==> config.mk <==
export PLATFORM = sky130hd
export DESIGN_NAME = serial_loaded_rom_bank_mapper_unit_flat
export DESIGN_NICKNAME = d
export VERILOG_FILES = /design/src/slrbm_pkg.sv /design/src/slrbm_if.sv /design/src/serial_loaded_rom_bank_mapper_unit.sv /design/src/flat_wrapper.sv
export VERILOG_INCLUDE_DIRS = /design/src /design/src/src
export SDC_FILE = /design/constraint.sdc
export NUM_CORES = 1
export LEC_CHECK = 0
export ABC_AREA = 0
export ABC_CLOCK_PERIOD_IN_PS = 6900
export BUFFER_PORTS_ARGS = -buffer_cell sky130_fd_sc_hd__buf_2
export CORE_MARGIN = 2
export CORE_UTILIZATION = 25
export CTS_BUF_LIST = sky130_fd_sc_hd__clkbuf_16
export DETAILED_ROUTE_END_ITERATION = 8
export GPL_TIMING_DRIVEN = 1
export PLACE_DENSITY = 0.47
export SLEW_MARGIN = 40
export SYNTH_ARGS = -nofsm -noshare
export SYNTH_HDL_FRONTEND = slang
export SYNTH_SLANG_ARGS = --single-unit
==> constraint.sdc <==
create_clock -name clk -period 6.9 [get_ports clk]
set_clock_uncertainty 0.05 [all_clocks]
set_input_delay 1.38 -clock clk [delete_from_list [all_inputs] [get_ports clk]]
set_output_delay 1.38 -clock clk [all_outputs]
set_load 0.01 [all_outputs]
==> src/serial_loaded_rom_bank_mapper_unit_macros.svh <==
// assertion macros for the bank mapper
`ifndef SERIAL_LOADED_ROM_BANK_MAPPER_UNIT_MACROS_SVH
`define SERIAL_LOADED_ROM_BANK_MAPPER_UNIT_MACROS_SVH

// clocked assertion, switched off during reset
`define SLRBM_ASSERT(label, prop, msg) \
  label: assert property (@(posedge clk) disable iff (rst) prop) else $error(msg);

// clocked assertion that also holds during reset
`define SLRBM_ASSERT_ALWAYS(label, prop, msg) \
  label: assert property (@(posedge clk) prop) else $error(msg);

`endif

==> src/slrbm_pkg.sv <==
// types and constants shared by the bank mapper files
package slrbm_pkg;

  localparam int PRG_ADDR_WIDTH = 20;

  localparam logic [6:0] PRG_COUNT_RESET  = 7'd8;
  localparam logic [5:0] CHR_COUNT_RESET  = 6'd16;
  localparam logic [1:0] BOOT_MIRROR_RESET = 2'd2;
  localparam logic [4:0] CONTROL_RESET    = 5'h0C;

  localparam logic [1:0] MIRROR_ONE_SCREEN = 2'd0;
  localparam logic [1:0] MIRROR_HORIZONTAL = 2'd1;
  localparam logic [1:0] MIRROR_VERTICAL   = 2'd2;

  localparam logic [1:0] REG_PRG_PAGES  = 2'd0;
  localparam logic [1:0] REG_CHR_PAGES  = 2'd1;
  localparam logic [1:0] REG_LARGE_ROM  = 2'd2;
  localparam logic [1:0] REG_BOOT_MIRROR = 2'd3;

  localparam logic [1:0] SEL_CONTROL  = 2'd0;
  localparam logic [1:0] SEL_CHR_LOW  = 2'd1;
  localparam logic [1:0] SEL_CHR_HIGH = 2'd2;
  localparam logic [1:0] SEL_PRG      = 2'd3;

  localparam logic CMD_READ  = 1'b0;
  localparam logic CMD_WRITE = 1'b1;

  localparam int CFG_DATA_WIDTH = 7;

  typedef struct packed {
    logic        cmd;
    logic [15:0] cpu_addr;
    logic [7:0]  wdata;
  } req_item_t;

  typedef struct packed {
    logic [PRG_ADDR_WIDTH-1:0] prg_rom_addr;
    logic [1:0]                mirroring;
    logic [4:0]                chr_window_low;
    logic [4:0]                chr_window_high;
  } rsp_item_t;

endpackage

==> src/slrbm_if.sv <==
// valid/ready channels carrying bus accesses and mapping results
interface slrbm_req_if;
  import slrbm_pkg::*;
  logic      valid;
  logic      ready;
  req_item_t payload;
  modport source (output valid, output payload, input ready);
  modport sink (input valid, input payload, output ready);
endinterface

interface slrbm_rsp_if;
  import slrbm_pkg::*;
  logic      valid;
  logic      ready;
  rsp_item_t payload;
  modport source (output valid, output payload, input ready);
  modport sink (input valid, input payload, output ready);
endinterface

==> src/serial_loaded_rom_bank_mapper_unit.sv <==
// serially loaded cartridge bank mapper with a shared restoring subtractor
// a transaction passes through ST_FIN, which registers its result; a write that loads the prg bank
// first runs the prg bank modulo in ST_MOD, one quotient bit a cycle on one subtractor
// one transaction at a time: the bus is ready only in ST_IDLE
// a waiting result does not block accepting the next transaction; its result then waits in ST_FIN
// reset: synchronous, clears the sequencer, restores register and banking defaults
`include "serial_loaded_rom_bank_mapper_unit_macros.svh"

module serial_loaded_rom_bank_mapper_unit (
  input  logic                                   clk,
  input  logic                                   rst,
  input  logic                                   cfg_we,
  input  logic [1:0]                             cfg_index,
  input  logic [slrbm_pkg::CFG_DATA_WIDTH-1:0]   cfg_data,
  slrbm_req_if.sink                              bus,
  slrbm_rsp_if.source                            result
);
  import slrbm_pkg::*;

  typedef enum logic [1:0] {ST_IDLE, ST_MOD, ST_FIN} state_t;

  state_t      state;
  logic [6:0]  prg_page_count;
  logic [5:0]  chr_page_count;
  logic        large_rom_enable;
  logic [1:0]  boot_mirroring;

  logic [4:0]  shift_value;
  logic [2:0]  shift_count;
  logic [4:0]  control_bits;
  logic [4:0]  prg_bank;
  logic        outer_bank_bit;
  logic [1:0]  mirror_state;
  logic [4:0]  chr_low_page;
  logic [4:0]  chr_high_page;

  logic        held_cmd;
  logic [15:0] held_addr;
  logic [4:0]  dividend;
  logic [7:0]  rem;
  logic [2:0]  step;

  logic        out_valid;
  rsp_item_t   out_item;

  logic        accept;
  logic [4:0]  shift_next;
  logic [4:0]  page;
  logic [5:0]  page_plus;
  logic [6:0]  eff_count;
  logic [7:0]  rem_shift;
  logic [7:0]  rem_next;
  logic [PRG_ADDR_WIDTH-1:0] prg_addr;
  logic [19:0] large_off;
  logic [3:0]  last_page;

  assign accept     = bus.valid && bus.ready;
  assign bus.ready  = (state == ST_IDLE);
  assign shift_next = {bus.payload.wdata[0], shift_value[4:1]};
  assign page       = shift_next;
  assign page_plus  = {1'b0, page} + 6'd1;
  assign eff_count  = (prg_page_count == 7'd0) ? 7'd1 : prg_page_count;

  // shared restoring subtractor
  assign rem_shift = {rem[6:0], dividend[step]};
  assign rem_next  = (rem_shift >= {1'b0, eff_count}) ? rem_shift - {1'b0, eff_count}
                                                      : rem_shift;

  // program address for the held read
  always_comb begin
    large_off = {1'b0, (outer_bank_bit & large_rom_enable), 18'd0};
    last_page = prg_page_count[3:0] - 4'd1;
    prg_addr  = '0;
    if (held_cmd == CMD_READ) begin
      if (control_bits[3]) begin
        if (held_addr[14] ^ control_bits[2]) begin
          prg_addr = PRG_ADDR_WIDTH'({1'b0, prg_bank, 14'd0} + large_off
                                     + {6'd0, held_addr[13:0]});
        end else if (control_bits[2]) begin
          prg_addr = PRG_ADDR_WIDTH'({2'd0, last_page, 14'd0} + large_off
                                     + {6'd0, held_addr[13:0]});
        end else begin
          prg_addr = PRG_ADDR_WIDTH'(large_off + {6'd0, held_addr[13:0]});
        end
      end else begin
        prg_addr = PRG_ADDR_WIDTH'({1'b0, prg_bank[4:1], 15'd0} + large_off
                                   + {5'd0, held_addr[14:0]});
      end
    end
  end

  assign result.valid   = out_valid;
  assign result.payload = out_item;

  always_ff @(posedge clk) begin
    if (rst) begin
      state            <= ST_IDLE;
      prg_page_count   <= PRG_COUNT_RESET;
      chr_page_count   <= CHR_COUNT_RESET;
      large_rom_enable <= 1'b0;
      boot_mirroring   <= BOOT_MIRROR_RESET;
      shift_value      <= '0;
      shift_count      <= '0;
      control_bits     <= CONTROL_RESET;
      prg_bank         <= '0;
      outer_bank_bit   <= 1'b0;
      mirror_state     <= BOOT_MIRROR_RESET;
      chr_low_page     <= '0;
      chr_high_page    <= 5'd1;
      out_valid        <= 1'b0;
      step             <= '0;
    end else begin
      if (out_valid && result.ready && state != ST_FIN) begin
        out_valid <= 1'b0;
      end
      if (cfg_we) begin
        unique case (cfg_index)
          REG_PRG_PAGES: prg_page_count <= cfg_data[6:0];
          REG_CHR_PAGES: chr_page_count <= cfg_data[5:0];
          REG_LARGE_ROM: large_rom_enable <= cfg_data[0];
          REG_BOOT_MIRROR: begin
            boot_mirroring <= cfg_data[1:0];
            mirror_state   <= (cfg_data[1:0] == 2'd3) ? MIRROR_VERTICAL : cfg_data[1:0];
          end
          default: ;
        endcase
      end
      unique case (state)
        ST_IDLE: begin
          if (accept) begin
            held_cmd  <= bus.payload.cmd;
            held_addr <= bus.payload.cpu_addr;
            state     <= ST_FIN;
            if (bus.payload.cmd == CMD_WRITE) begin
              if (bus.payload.wdata[7]) begin
                control_bits <= {control_bits[4], 4'hC};
                shift_value  <= '0;
                shift_count  <= '0;
              end else if (shift_count == 3'd4) begin
                shift_value <= '0;
                shift_count <= '0;
                unique case (bus.payload.cpu_addr[14:13])
                  SEL_CONTROL: begin
                    control_bits <= page;
                    if (!page[1]) mirror_state <= MIRROR_ONE_SCREEN;
                    else mirror_state <= page[0] ? MIRROR_HORIZONTAL : MIRROR_VERTICAL;
                  end
                  SEL_CHR_LOW: begin
                    outer_bank_bit <= page[4];
                    if ({1'b0, page} < chr_page_count) begin
                      chr_low_page <= page;
                      if (!control_bits[4] && page_plus < chr_page_count) begin
                        chr_high_page <= page_plus[4:0];
                      end
                    end
                  end
                  SEL_CHR_HIGH: begin
                    if ({1'b0, page} < chr_page_count && control_bits[4]) begin
                      chr_high_page <= page;
                    end
                  end
                  SEL_PRG: begin
                    dividend <= control_bits[3] ? page : {page[4:1], 1'b0};
                    rem      <= '0;
                    step     <= 3'd4;
                    state    <= ST_MOD;
                  end
                  default: ;
                endcase
              end else begin
                shift_value <= shift_next;
                shift_count <= shift_count + 3'd1;
              end
            end
          end
        end
        ST_MOD: begin
          rem <= rem_next;
          if (step == 3'd0) begin
            prg_bank <= rem_next[4:0];
            state    <= ST_FIN;
          end else begin
            step <= step - 3'd1;
          end
        end
        ST_FIN: begin
          if (!out_valid || result.ready) begin
            out_valid                <= 1'b1;
            out_item.prg_rom_addr    <= prg_addr;
            out_item.mirroring       <= mirror_state;
            out_item.chr_window_low  <= chr_low_page;
            out_item.chr_window_high <= chr_high_page;
            state                    <= ST_IDLE;
          end
        end
        default: state <= ST_IDLE;
      endcase
    end
  end

  `SLRBM_ASSERT(a_busy_after_accept, accept |=> !bus.ready, "sequencer idle after accept")
  `SLRBM_ASSERT(a_shift_count_range, shift_count < 3'd5, "serial shifter count above four")
  `SLRBM_ASSERT(a_result_fin, $rose(result.valid) |-> $past(state) == ST_FIN, "stray result")
  `SLRBM_ASSERT(a_mod_step_range, (state == ST_MOD) |-> step < 3'd5, "modulo step out of range")
  `SLRBM_ASSERT_ALWAYS(a_reset_clears_result, rst |=> !result.valid, "result after reset")

endmodule
==> src/flat_wrapper.sv <==
// flat-port wrapper written by rule: the top's interface ports become plain ports
module serial_loaded_rom_bank_mapper_unit_flat import slrbm_pkg::*;
  (clk, rst, cfg_we, cfg_index, cfg_data, bus_valid, bus_payload, bus_ready, result_valid, result_payload, result_ready);
  slrbm_req_if bus_i ();
  slrbm_rsp_if result_i ();
  input  logic clk;
  input  logic rst;
  input  logic cfg_we;
  input  logic [1:0] cfg_index;
  input  logic [slrbm_pkg::CFG_DATA_WIDTH-1:0] cfg_data;
  input wire logic [$bits(bus_i.valid)-1:0] bus_valid;
  input wire logic [$bits(bus_i.payload)-1:0] bus_payload;
  output wire logic [$bits(bus_i.ready)-1:0] bus_ready;
  output wire logic [$bits(result_i.valid)-1:0] result_valid;
  output wire logic [$bits(result_i.payload)-1:0] result_payload;
  input wire logic [$bits(result_i.ready)-1:0] result_ready;
  assign bus_i.valid = bus_valid;
  assign bus_i.payload = bus_payload;
  assign bus_ready = bus_i.ready;
  assign result_valid = result_i.valid;
  assign result_payload = result_i.payload;
  assign result_i.ready = result_ready;
  serial_loaded_rom_bank_mapper_unit u_core (.clk(clk), .rst(rst), .cfg_we(cfg_we), .cfg_index(cfg_index), .cfg_data(cfg_data), .bus(bus_i), .result(result_i));
endmodule
==> results of run 1 <==
==> through the flow <==
| step | instances | instance area (um2) | hold WS [ns] | total power (W) | util, % |
|---|---|---|---|---|---|
| floorplan | 476 | 5140 | 0.358 | 0.000776 | - |
| CTS | 810 | 6040 | 0.385 | 0.00132 | 29.8 |
| detailed placement | 794 | 5740 | 0.369 | 0.000812 | 28.4 |
| finish | 810 | 6040 | 0.384 | 0.00130 | 29.8 |
| global placement | 794 | 5740 | 0.365 | 0.000809 | 28.3 |
| global route | 810 | 6040 | 0.397 | 0.00136 | 29.8 |
==> worst max path at each step <==
stage	startpoint	to	slack [ns]	depth (start not counted)
floorplan	rst	u_core.result.payload[0]	2.57	2
global placement	bus_payload[7]	u_core.rem[1]	3.55	4
detailed placement	bus_payload[0]	u_core.chr_high_page[1]	3.54	9
CTS	u_core.step[0]	u_core.rem[3]	3.66	11
global route	u_core.step[0]	u_core.rem[3]	3.46	11
finish	u_core.step[0]	u_core.rem[3]	3.70	11
==> critical path, cell delays in order, from the launching register on <==
cell      delay [ns]
dfxtp_1         0.33
mux4_2          0.33
nor2b_1         0.12
a41o_1          0.17
inv_1           0.06
ha_1            0.23
fa_1            0.44
nand2b_1        0.18
a21oi_1         0.38
o31ai_4         0.17
a211o_1         0.36
a21oi_1         0.20
==> power groups by stage <==
| stage | registers, W | logic [W] | clock network, W |
|---|---|---|---|
| global route | 0.000701 | 0.000108 | 0.000551 |
| floorplan | 0.000713 | 0.0000628 | 0 |
| finish | 0.000700 | 0.0000962 | 0.000508 |
| global placement | 0.000714 | 0.0000955 | 0 |
| detailed placement | 0.000714 | 0.0000977 | 0 |
| CTS | 0.000700 | 0.0000984 | 0.000524 |
==> cell type report <==
type	instances	area, um2	share of cell area, %
flip-flops and latches	108	2760	45.8
repair buffers	70	363	6.01
well taps	270	338	5.60
inverters	23	86.3	1.43
clock buffers	11	275	4.56
multi-input cells	323	2190	36.3
clock inverters	5	20.0	0.332
==> kinds of logic after synthesis <==
logic type | count (synthesis) | synth area share, %
flip-flops | 108 | 53.7
multiplexers | 19 | 3.94
adder cells (fa/ha/maj) | 26 | 6.47
AND/OR/NAND/NOR | 171 | 17.2
AO/OA/AOI/OAI | 91 | 12.1
buffers and inverters | 45 | 3.85
XOR/XNOR | 16 | 2.73
==> synth_stat cells (2+ instances only) <==
cell        n  share of area (%)
edfxtp_1   60                 35
and3b_1     2               0.34
ha_1       25                6.1
xnor2_1    14                2.4
nand3b_1    2               0.29
nand2b_1   14                1.7
nor3b_1     4               0.58
a211oi_1    6               0.88
a211o_1     4               0.68
o21ai_0    11                1.1
a21oi_1    32                3.1
mux2i_1    18                3.5
nor2b_1    20                2.4
o22ai_1     3               0.37
nand3_1    14                1.4
nor3_1      5               0.49
xor2_1      2               0.34
a31oi_1     8               0.97
buf_6       3               0.66
o2bb2ai_1   3               0.51
and2_1      4               0.49
o21a_1      2               0.29
a22oi_1     3               0.44
inv_1      23                1.7
nor4_1      3               0.37
nand2_1    31                2.3
dfxtp_1    48                 19
buf_2       4               0.39
nor2_1     61                4.5
clkbuf_1   13               0.95
o21bai_1    5               0.73
==> flip-flops by register name, summed over array words and instances, names as in the netlist, 6 cells and up <==
signal                 flops
u_core.chr_page_count      6
u_core.held_addr          15
u_core.prg_page_count      7
u_core.rem                 7
u_core.result.payload     32
==> per-layer routing <==
metal | vias up | global-route usage [%] | wire length, um
met3 | 7 | 3.55 | 520
met4 | 0 | 2.93 | 174
met1 | 1730 | 14.3 | 5600
met2 | 86 | 17.9 | 5420
li1 | 1808 | - | -
met5 | - | 0 | 0
==> cell usage in the layout, fill, tap and decap left out, types with 14 or more instances in the layout <==
cell	synthesis	final
nand2_1	31	31
nor2_1	61	61
edfxtp_1	60	60
nand2b_1	14	14
inv_1	23	27
dfxtp_1	48	48
xnor2_1	14	14
a21oi_1	32	32
buf_2	4	65
nor2b_1	20	20
ha_1	25	25
nand3_1	14	14
mux2i_1	18	18
==> impl_metrics.py, run 1 <==
metrics = {
    "yosys": {
        "async_flop_share_pct": 0,
        "synth_edf_count": 60,
        "synth.ff_latch_count": 108,
        "seq_area_frac_synth_pct": 53.7,
        "avgSynthCellArea_um2": 10.8,
        "syn_nets": 541,
        "syn_inst": 476,
        "yosys.cell_types.count": 60,
        "synthFlopType": "edfxtp_1",
        "syn_area_mm2": 0.00514,
        "ys_warn_count": 0,
    },
    "power": {
        "combPwrFrac_pct": 7.4,
        "power-per-cell-area_mw_per_mm2": 216,
        "power_frac_seq_pct": 53.6,
        "clockPowerShare_pct": 39.0,
        "peakVddDrop_mv": 0.104,
        "power.internal_w": 0.00101,
        "p_leak_nw": 2.29,
        "power.share.switching_pct": 22.4,
        "p_switching_w": 0.000292,
    },
    "worst_setup_path": {
        "r2r_slack_ns": 3.70,
        "regToRegStartpoint": "u_core.step[0]",
        "required_ns": 7.03,
        "start_kind": "flop",
        "reg2reg_to": "u_core.rem[3]",
        "path_max_fanout": 10,
        "arrival_ns": 3.33,
        "crit_path_end_kind": "flop",
        "ff2ff_path_depth": 11,
        "crit_type": "reg2reg",
    },
    "cts": {
        "htree_levels": 3,
        "postCtsHoldBufs": 0,
        "clk_path_buf_depth": 2,
        "root_buffer": "clkbuf_16",
        "clk_pin_slew_ns": 0.07,
        "cts_tree": "yes",
        "clock_sinks": 108,
        "post_cts_buffers": 0,
        "worstSkewPairLatency_ns": 0.35,
        "cts_resized": 0,
        "cts-buffers-inserted": 9,
    },
    "drt": {
        "viasPerCell": 4.48,
        "drt_iter0_drc": 222,
        "firstDrtPassIters": 5,
        "antenna_left": 0,
        "drc_errors": 0,
        "via_count": 3631,
        "finalWirelength_um": 11700,
        "avgRoutedWirePerCell_um": 14.5,
    },
    "worst_hold_path": {
        "hold_end": "u_core.result.payload[10]",
        "hold_depth": 0,
        "hold_path_class": "reg2reg",
        "min_from": "u_core.mirror_state[0]",
    },
    "placement": {
        "pre_cts_ws_ns": 3.54,
        "port_buffers": 65,
        "gp_congestion": 0.822,
        "dp_hpwl_um": 8650,
    },
    "timing": {
        "fin_crit_ns": 3.20,
        "hold_viol_final": 0,
        "max_freq_mhz": 312,
        "finalSetupViolations": 0,
        "finalSetupTns_ns": 0,
        "worstMarginPinSlew_ns": 0.775,
        "relSlewSlack_pct": 47.9,
        "worst_slack_ns": 3.70,
        "maxSlewViolCount": 0,
        "rsz0062_at_grt": "no",
        "final.period_utilization_pct": 46.4,
    },
    "layout": {
        "nets": 600,
        "nFillCells": 2111,
        "layout-drive-gt1-share_pct": 17.8,
        "area_delta_synth_final_pct": 17.4,
        "n_antenna_cell": 0,
    },
    "global_route": {
        "overflow": 0,
        "grt_pass1_vias": 3542,
        "grt_start_max_net_pins": 33,
        "grt_usage_pct": 11.0,
        "antenna_found_initial": 0,
        "grt_pass1_wl_um": 18600,
    },
    "die": {
        "fp.dieW_um": 147,
        "coreArea_mm2": 0.0202,
        "dieHeight_um": 147,
        "start_util_pct": 25.4,
        "io_pins": 73,
        "num_rows": 52,
        "die_area_mm2": 0.0217,
    },
    "job": {
        "drv_cap": 0,
    },
    "outcome": {
        "status": "complete, no violations",
    },
}
Note: power is estimated with default switching activity, not from simulation.
==> run 2, diff against run 1 <==
--- a/config.mk
+++ b/config.mk
@@ -6,15 +6,15 @@
 export SDC_FILE = /design/constraint.sdc
 export NUM_CORES = 1
 export LEC_CHECK = 0
-export ABC_AREA = 0
-export ABC_CLOCK_PERIOD_IN_PS = 6900
+export ABC_AREA = 1
+export ABC_CLOCK_PERIOD_IN_PS = 2700
 export BUFFER_PORTS_ARGS = -buffer_cell sky130_fd_sc_hd__buf_2
 export CORE_MARGIN = 2
 export CORE_UTILIZATION = 25
 export CTS_BUF_LIST = sky130_fd_sc_hd__clkbuf_16
 export DETAILED_ROUTE_END_ITERATION = 8
 export GPL_TIMING_DRIVEN = 1
-export PLACE_DENSITY = 0.47
+export PLACE_DENSITY = 0.49
 export SLEW_MARGIN = 40
 export SYNTH_ARGS = -nofsm -noshare
 export SYNTH_HDL_FRONTEND = slang
==> constraint.sdc (replaced) <==
create_clock -name clk -period 2.7 [get_ports clk]
set_clock_uncertainty 0.05 [all_clocks]
set_input_delay 0.54 -clock clk [delete_from_list [all_inputs] [get_ports clk]]
set_output_delay 0.54 -clock clk [all_outputs]
set_load 0.01 [all_outputs]
==> run 2 against run 1 <==
Routed wire length fell by 2.0%. Synthesized cell count rose by 20%. Critical path type unchanged. Via count rose by 4.8%. Non-clock buffer count rose by 4. Utilization rose by 0.44 points. Clock-buffer cell count fell by 2. Die area fell by 0.99%. Cell area rose by 0.83%. Hold slack got worse by 0.073 ns. Largest cell class unchanged. Critical path depth rose by 3.
==> impl_metrics.py, run 2 <==
metrics = {
    "outcome": {
        "status": "complete, no violations",
    },
    "worst_setup_path": {
        "critPathBufInv": 2,
        "path_max_fanout": 10,
        "regToRegStartpoint": "u_core.step[0]",
        "worst_path_most_repeated_cell": "nand2_1",
        "path_cells": "inv_2 -> nand2_1 -> nand3_1 -> nand2_1 -> nand2_1 -> o21ai_1 -> ha_2 -> fa_1 -> o21ai_2 -> nand2_1 -> nand3_4 -> inv_1 -> nand2_1 -> a21oi_1",
        "start_kind": "flop",
        "crit_path_end_kind": "flop",
        "r2r_slack_ns": 0.33,
        "cp-startpoint": "u_core.step[0]",
        "crit_path_end": "u_core.rem[4]",
        "ff2ff_path_depth": 14,
        "path_delay_family": "adder cells",
        "arrival_ns": 2.42,
        "required_ns": 2.75,
        "crit_type": "reg2reg",
        "cp_slowest_cell": "fa_1",
        "max_stage_delay_ns": 0.44,
        "cp.depth": 14,
        "reg2reg_to": "u_core.rem[4]",
    },
    "cts": {
        "cts_resized": 0,
        "postCtsHoldBufs": 0,
        "htree_levels": 3,
        "clk_path_buf_depth": 2,
        "root_buffer": "clkbuf_16",
        "cts-buffers-inserted": 9,
        "clk_pin_slew_ns": 0.08,
        "cts_tree": "yes",
        "post_cts_buffers": 0,
        "worstSkewPairLatency_ns": 0.35,
        "clock_sinks": 108,
    },
    "yosys": {
        "syn_area_mm2": 0.00509,
        "synth_top_area_cell": "edfxtp_1",
        "avgSynthCellArea_um2": 8.90,
        "yosys.cell_types.count": 35,
        "synth_edf_count": 60,
        "yosysMostFrequentCell": "nand2_1",
        "syn_inst": 572,
        "seq_area_frac_synth_pct": 54.3,
        "synth_common_cells": "nand2_1, inv_1, nor2_1, edfxtp_1, dfxtp_1",
        "synthFlopType": "edfxtp_1",
        "async_flop_share_pct": 0,
        "yosysTopAreaCellShare_pct": 35.4,
        "syn_nets": 637,
        "synth_area_leaders": "edfxtp_1, dfxtp_1, nand2_1",
        "ys_warn_count": 0,
        "synth.ff_latch_count": 108,
    },
    "drt": {
        "firstDrtPassIters": 4,
        "avgRoutedWirePerCell_um": 12.4,
        "antenna_left": 0,
        "drc_errors": 0,
        "via_count": 3804,
        "viasPerCell": 4.12,
        "drt_iter0_drc": 275,
        "finalWirelength_um": 11500,
    },
    "layout": {
        "most-common-layout-cells": "nand2_1, inv_1, nor2_1, buf_2, edfxtp_1",
        "layout.cells.non_filler": 924,
        "layout-drive-gt1-share_pct": 17.6,
        "area_delta_synth_final_pct": 19.6,
        "largest_register_ffs": 32,
        "nets": 714,
        "final_common_cell": "nand2_1",
        "n_antenna_cell": 0,
    },
    "global_route": {
        "grt_start_max_net_pins": 33,
        "grt_usage_pct": 11.1,
        "antenna_found_initial": 0,
        "grt_pass1_vias": 3666,
        "grt_pass1_wl_um": 18800,
        "overflow": 0,
    },
    "placement": {
        "placed_cells": 908,
        "port_buffers": 65,
        "pre_cts_ws_ns": 0.104,
        "gp_congestion": 0.800,
        "dp_hpwl_um": 8520,
    },
    "worst_hold_path": {
        "hold_path_class": "in2reg",
    },
    "power": {
        "power-per-cell-area_mw_per_mm2": 563,
        "p_leak_nw": 2.68,
        "peakVddDrop_mv": 0.304,
    },
    "die": {
        "start_util_pct": 25.3,
        "dieHeight_um": 147,
        "num_rows": 52,
        "fp.dieW_um": 147,
        "coreArea_mm2": 0.0201,
        "die_area_mm2": 0.0215,
        "io_pins": 73,
    },
    "timing": {
        "relSlewSlack_pct": 52.2,
        "fin_crit_ns": 2.37,
        "worstMarginPinSlew_ns": 0.718,
        "maxSlewViolCount": 0,
        "hold-worst-slack_ns": 0.311,
        "final.period_utilization_pct": 87.8,
        "rsz0062_at_grt": "no",
        "hold_viol_final": 0,
        "max_freq_mhz": 422,
        "finalSetupViolations": 0,
        "finalSetupTns_ns": 0,
        "worst_slack_ns": 0.330,
    },
    "job": {
        "drv_cap": 0,
    },
}
## run 2: changes by cell type after synthesis, moves of 8 or more
cell	delta
nand2b_1	-14
o21ai_0	+23
inv_1	+68
xor2_1	+8
xnor2_1	-13
nand2_1	+74
mux2i_1	-18
nor2_1	+15
nor2b_1	-20
## run 2: area by class of cell
cell class / instances / area (um2)
Fill cell: 2095 / 14000
Inverter: 100 / 375
Clock buffer: 9 / 225
Multi-Input combinational cell: 356 / 1940
Tap cell: 270 / 338
Timing Repair Buffer: 74 / 393
Sequential cell: 108 / 2760
Clock inverter: 7 / 50.0
## run 2: cells by family (layout without fill, tap and decap cells)
group | Yosys count | count (layout) | share of synthesized area, %
compound gates | 94 | 94 | 10.1
xor+xnor | 11 | 11 | 1.89
fa+ha+maj | 26 | 26 | 6.54
buf+inv | 108 | 190 | 7.97
flops | 108 | 108 | 54.3
simple gates | 225 | 225 | 19.2
## run 2: worst min path at each step
stage | start | endpoint | slack [ns] | cells past startpoint
2_1_floorplan | u_core.mirror_state[0] | u_core.result.payload[10] | 0.35 | 0
3_3_place_gp | u_core.chr_low_page[3] | u_core.result.payload[8] | 0.37 | 0
3_5_place_dp | u_core.chr_low_page[1] | u_core.result.payload[6] | 0.36 | 0
4_1_cts | bus_payload[19] | u_core.held_addr[11] | 0.30 | 1
5_1_grt | bus_payload[19] | u_core.held_addr[11] | 0.29 | 1
6_report | bus_payload[19] | u_core.held_addr[11] | 0.31 | 1
## run 2: report_power, final
group          switching [W]  internal [W]  total [W]
Combinational       0.000222      0.000122   0.000344
Clock               0.000628      0.000634    0.00126
Sequential         0.0000296       0.00179    0.00182
## run 2: metrics by stage
stage	area, um2	power [W]	util, %
floorplan	5100	0.00207	-
finish	6090	0.00342	30.3
CTS	6080	0.00348	30.2
global placement	5800	0.00220	28.9
detailed placement	5800	0.00221	28.9
global route	6090	0.00359	30.3
## run 2: worst reg2reg max path: cells and delay by family, from the launching register on
family,cells,cell delay (ns)
DFF,1,0.34
adders and majority gates,2,0.67
buffers and inverters,2,0.21
and+or+nand+nor,7,0.53
AOI/OAI and AO/OA,3,0.33
## run 2: layer usage
metal  vias up  GRT usage, %  wire length (um)
li1       2008             -                 -
met1      1719          13.7              5270
met2        67          18.1              5300
met3        10          4.25               704
met4         0          3.20               203
met5         -             0                 0
